**src/hdl/wgh_pkg.sv**
```systemverilog
package wgh_pkg;

  typedef struct packed {
    logic signed [19:0] pos_x;
    logic signed [19:0] pos_y;
    logic [23:0]        error_value;
    logic               new_batch;
  } in_item_t;

  typedef struct packed {
    logic        in_bounds;
    logic [5:0]  cell_row;
    logic [5:0]  cell_col;
    logic [23:0] weight_added;
    logic [39:0] cell_total;
  } out_item_t;

  localparam logic [1:0] REG_HALF_X    = 2'd0;
  localparam logic [1:0] REG_HALF_Y    = 2'd1;
  localparam logic [1:0] REG_CELL_SIZE = 2'd2;

  localparam int DIV_STEPS = 25;

  typedef struct packed {
    logic load;
    logic div_start;
    logic clear_start;
    logic mem_read;
    logic mem_write;
    logic out_load;
  } ctrl_cmd_t;

  typedef struct packed {
    logic div_done;
    logic clear_done;
  } ctrl_sts_t;

endpackage

```
**src/hdl/wgh_ctrl.sv**
```systemverilog
module wgh_ctrl (
  input  logic               clk,
  input  logic               rst_n,
  input  logic               in_valid,
  output logic               in_ready,
  output logic               out_valid,
  input  logic               out_ready,
  input  wgh_pkg::ctrl_sts_t sts,
  output wgh_pkg::ctrl_cmd_t cmd
);
  import wgh_pkg::*;

  typedef enum logic [2:0] {
    S_IDLE, S_CLEAR, S_DIV, S_READ, S_WAIT, S_WRITE, S_OUT
  } state_t;

  state_t state_r, state_nxt;
  logic   out_valid_r, out_valid_nxt;

  always_comb begin
    state_nxt     = state_r;
    out_valid_nxt = out_valid_r;
    cmd           = '0;
    in_ready      = 1'b0;
    unique case (state_r)
      S_IDLE: begin
        in_ready = 1'b1;
        if (in_valid) begin
          cmd.load      = 1'b1;
          cmd.div_start = 1'b1;
          state_nxt     = S_CLEAR;
        end
      end
      S_CLEAR: begin
        cmd.clear_start = 1'b1;
        state_nxt       = S_DIV;
      end
      S_DIV: begin
        if (sts.div_done && sts.clear_done) begin
          state_nxt = S_READ;
        end
      end
      S_READ: begin
        cmd.mem_read = 1'b1;
        state_nxt    = S_WAIT;
      end
      S_WAIT: begin
        state_nxt = S_WRITE;
      end
      S_WRITE: begin
        cmd.mem_write = 1'b1;
        state_nxt     = S_OUT;
      end
      S_OUT: begin
        if (!out_valid_r || out_ready) begin
          cmd.out_load  = 1'b1;
          out_valid_nxt = 1'b1;
          state_nxt     = S_IDLE;
        end
      end
      default: state_nxt = S_IDLE;
    endcase
    if (out_valid_r && out_ready && !cmd.out_load) begin
      out_valid_nxt = 1'b0;
    end
  end

  always_ff @(posedge clk) begin
    if (!rst_n) begin
      state_r     <= S_IDLE;
      out_valid_r <= 1'b0;
    end else begin
      state_r     <= state_nxt;
      out_valid_r <= out_valid_nxt;
    end
  end

  assign out_valid = out_valid_r;
endmodule

```
**config.mk**
```make
export PLATFORM = sky130hd
export DESIGN_NAME = wgh_ctrl
export DESIGN_NICKNAME = d
export VERILOG_FILES = /design/src/hdl/wgh_pkg.sv /design/src/hdl/wgh_ctrl.sv
export SDC_FILE = /design/constraint.sdc
export NUM_CORES = 1
export LEC_CHECK = 0
export CORE_AREA = 5 5 42 44
export DETAILED_ROUTE_END_ITERATION = 12
export DIE_AREA = 0 0 47 49
export DONT_BUFFER_PORTS = 1
export GPL_TIMING_DRIVEN = 0
export MAX_ROUTING_LAYER = met4
export PLACE_DENSITY = 0.42
export SLEW_MARGIN = 0
export SYNTH_ARGS = -nofsm -noshare
export SYNTH_HDL_FRONTEND = slang
export SYNTH_SLANG_ARGS = --single-unit
```
**constraint.sdc**
```tcl
create_clock -name clk -period 1.4 [get_ports clk]
set_input_delay 0.14 -clock clk [delete_from_list [all_inputs] [get_ports clk]]
set_output_delay 0.14 -clock clk [all_outputs]
set_load 0.005 [all_outputs]
```
; Yosys cells after proc, flatten, opt, wreduce, memory -nomap -nowiden
; Index checks and enable logic that the tools add are counted.
[word_totals]
ff_bits = 4
latch_bits = 0
ramBits = 0
romBits = 0
input_bits = 6
output_inout_bits = 8
wordCells = 34
n_memories = 0
[classes]
n_addsub = 0
n_mul = 0
div = 0
n_lt_le_gt_ge = 0
n_eq_ne = 9
shift = 0
mux = 12
n_bitwise = 1
n_reduce_logical = 10
[op_table]
columns = cell, n
row1 = $pmux W3 S7, 1
row2 = $eq A3 B3 Y1 const B, 3
row3 = $mux W3, 3
row4 = $eq A3 B2 Y1 const B, 2
row5 = $mux W1, 6
row6 = $ne A2 B2 Y1 const B, 3
row7 = $mux W2, 2
row8 = $eq A3 B1 Y1 const B, 1
row9 = $logic_and A1 B1 Y1, 3
row10 = $logic_not A3 Y1, 1
row11 = $reduce_and A3 Y1, 1
row12 = $logic_not A1 Y1, 2
row13 = $reduce_and A2 Y1, 1
row14 = $reduce_or A2 Y1, 1
row15 = $logic_or A1 B1 Y1, 1
row16 = $not A1 Y1, 1

; Depth between registers and ports, before layout
[depth]
depth_word = 7
mapped_depth = 4
mapped_depth_nobuf = 2

; Least setup slack after synthesis
; No wires, ideal clock.
[synth_timing]
path_type = register -> output
start = reg state_r[1]
end = out cmd[5] (netlist bit)
arrival_ns = 0.983
t_required_ns = 1.260
slack_ns = 0.277
stages_incl_launch_ff = 5
n_path_buf = 2
path_cell_list = dfxtp_1 > buf_2 > nor3_1 > and2_1 > buf_4
[synth_lines]
columns = element, line_no
row1 = start: declaration, wgh_ctrl.sv:17  ; state_t state_r, state_nxt;
row2 = start signal: assignment, wgh_ctrl.sv:73  ; state_r <= state_nxt;
row3 = end: declaration, wgh_ctrl.sv:9  ; output wgh_pkg::ctrl_cmd_t cmd

==> flow_summary.yaml <==
clock_network:
  cts_hold_buf: 0
  h-tree-depth: 1
  cts_root_buffer: "clkbuf_4"
  postCtsSetupRepairBufs: 0
  cts.clk_slew.worst_paths_ps: 40
  cts.sinks: 4
  clk-insertion-delay-late_ps: 230
  cts_buffers: 3
  cts_tree: "yes"
  cts_buffer_depth: 2
synthesis:
  synthDominantCellAreaShare_pct: 30.9
  synthDistinctLibCells: 19
  synth_nets: 33
  synth_seq_cells: 4
  syn_avg_cell_area_um2: 9.59
  synth_top_area_cell: "dfxtp_1"
  seq_area_frac_synth_pct: 30.9
  synthTopCellsByArea: "dfxtp_1 (31%), nand3b_4 (7.7%), a2111oi_2 (5.8%)"
  syn_area_um2: 259
  synth_cells: 27
  yosysWarnings: 0
floorplan:
  dieArea_mm2: 0.00230
  initial_core_util_pct: 18.5
  die_x_um: 47
  io_pins: 14
  core_mm2: 0.00140
  fp-row-count: 14
  die_y_um: 49
setup_path:
  startpoint_type: "register"
  reg2regPathDepth: 3
  slowest_delay_ps: 300
  cp.arrival_ps: 1150
  r2r_slack_ps: 320
  path_cells: "buf_6, nor3_4, and2_4, buf_4"
  crit_slowest_cell: "dfxtp_1"
  path_class: "reg2out"
  reg2reg_to: "state_r[2]"
  end_kind: "output pin"
  rr_startpoint: "state_r[1]"
  cp.required_ps: 1260
  crit_fanout: 10
global_route:
  grt_pass1_wl_um: 986
  grt_max_degree: 11
  grt_usage_pct: 6.21
  antenna_found_initial: 0
  gr-total-overflow: 0
  grt_pass1_vias: 221
timing:
  timing.final.crit_share_pct: 91.9
  setup_viol: 0
  tightest_slew_ps: 320
  period_needed_ps: 1290
  hold_viol_final: 0
  drv_slew: 0
  tns_ps: 0
  finClkSkew_ps: 1.40
  relSlewSlack_pct: 78.6
  fmax_mhz: 777
  rsz0062_at_grt: "false"
pwr:
  power.net_switching_w: 0.000113
  p_clk_share_pct: 36.7
  cellLeakagePower_nw: 0.123
  power_density_mw_per_mm2: 1240
  seq_power_share_pct: 35.4
  p_total_w: 0.000392
  swShare_pct: 28.9
  combPwrFrac_pct: 27.8
  peakVddDrop_v: 0.000598
  p_int_w: 0.000279
detailed_routing:
  vias: 194
  drt_iter0_drc: 3
  drtAntennaViolNets: 0
  dr.pass1.iters: 2
  drc: 0
  totalWireLength_um: 567
  avgRoutedWirePerCell_um: 12.3
  post_drt_via_cell_ratio: 4.22
outcome:
  outcome: "finished clean"
cells_and_area:
  fin_util_pct: 22.5
  final_cell_mix: "dfxtp_1 (4), clkbuf_4 (3)"
  antenna_cells: 0
  fill_cells: 159
  final_cells: 46
  drive_above_1_share_pct: 36.7
  area_growth_pct: 21.7
  nNetsFinal: 38
  layout_commonest_cell: "dfxtp_1"
place:
  port_buffers: 0
  post-dp-hpwl_um: 460
  gp_congestion: 0.696
  dpl.cell_count: 43
min_path:
  holdPathEnd: "state_r[2]"
  min_from: "rst_n"
  min_path_type: "in2reg"
  holdPathStages: 1
flow_run:
  drv_cap: 0
==> sequential cells by signal (all words and copies together) (netlist names) <==
signal / cells
state_r: 3
out_valid: 1
==> per-stage QoR <==
step / cell area [um^2] / setup slack, ps / hold WS (ps)
finish: 315 / 113 / 32.8
global route: 315 / 20.8 / 26.7
CTS: 313 / 28.8 / 28.1
detailed placement: 279 / 142 / 275
global placement: 279 / 137 / 270
floorplan: 259 / 277 / 268
==> final cells by class <==
type	instances	area [um^2]	area share, %
Buffer	3	23.8	7.54
Clock buffer	3	22.5	7.14
Inverter	2	7.51	2.38
Multi-Input combinational cell	18	161	51.2
Sequential cell	4	80.1	25.4
Tap cell	16	20.0	6.35
==> worst max-delay path: cells and delay by family (launching register included) <==
kind | cells | cell delay (ps)
flip-flops | 1 | 300
AND/OR/NAND/NOR | 2 | 390
buffers and inverters | 2 | 230
==> power groups by stage <==
stage	clock (W)	sequential [W]	combinational (W)
after CTS	0.000148	0.000140	0.000108
after global placement	0	0.000138	0.0000967
after detailed placement	0	0.000139	0.0000972
after floorplan	0	0.000136	0.0000847
final	0.000144	0.000139	0.000109
after global routing	0.000163	0.000142	0.000123
==> kinds of logic (layout without fill, tap and decap cells) <==
group,Yosys count,count (layout),synth area share [%]
AND/OR/NAND/NOR,13,13,36.7
buffers and inverters,5,8,12.1
AO/OA/AOI/OAI,4,4,16.9
flip-flops,4,4,30.9
XOR/XNOR,1,1,3.38
==> Yosys cell counts <==
cell type  instances
dfxtp_1            4
inv_1              2
nand2b_1           2
nor2_1             2
nor2b_1            2
nor3_1             2
a2111oi_2          1
a21oi_1            1
a311oi_2           1
and2_1             1
and3b_1            1
buf_2              1
buf_4              1
buf_6              1
nand3b_1           1
nand3b_4           1
nor4bb_1           1
o31a_1             1
xnor2_1            1
==> timing repair <==
item | in CTS | in global routing
pin swaps | 0 | 1
gates resized for setup | 2 | 1
endpoints found under the hold margin | 0 | 0
endpoints found under the setup margin | 1 | 1
==> routing by layer <==
metal / vias up / routed length [um] / share of wire [%] / global-route usage, %
li1: 100 / - / - / -
met1: 83 / 239 / 42 / 7.49
met2: 11 / 250 / 44 / 8.14
met3: 0 / 77 / 14 / 5.90
met4: 0 / 0 / 0 / 0
met5: - / 0 / 0 / -
==> worst max path at each step <==
stage / start / endpoint / slack [ps] / depth (start not counted)
global placement: state_r[1] / cmd[5] / 140 / 4
global route: state_r[1] / cmd[5] / 20 / 4
floorplan: state_r[1] / cmd[5] / 280 / 4
CTS: state_r[1] / cmd[5] / 30 / 4
detailed placement: state_r[1] / cmd[5] / 140 / 4
finish: state_r[2] / cmd[5] / 110 / 4
Power figures use the tool's default switching activity.
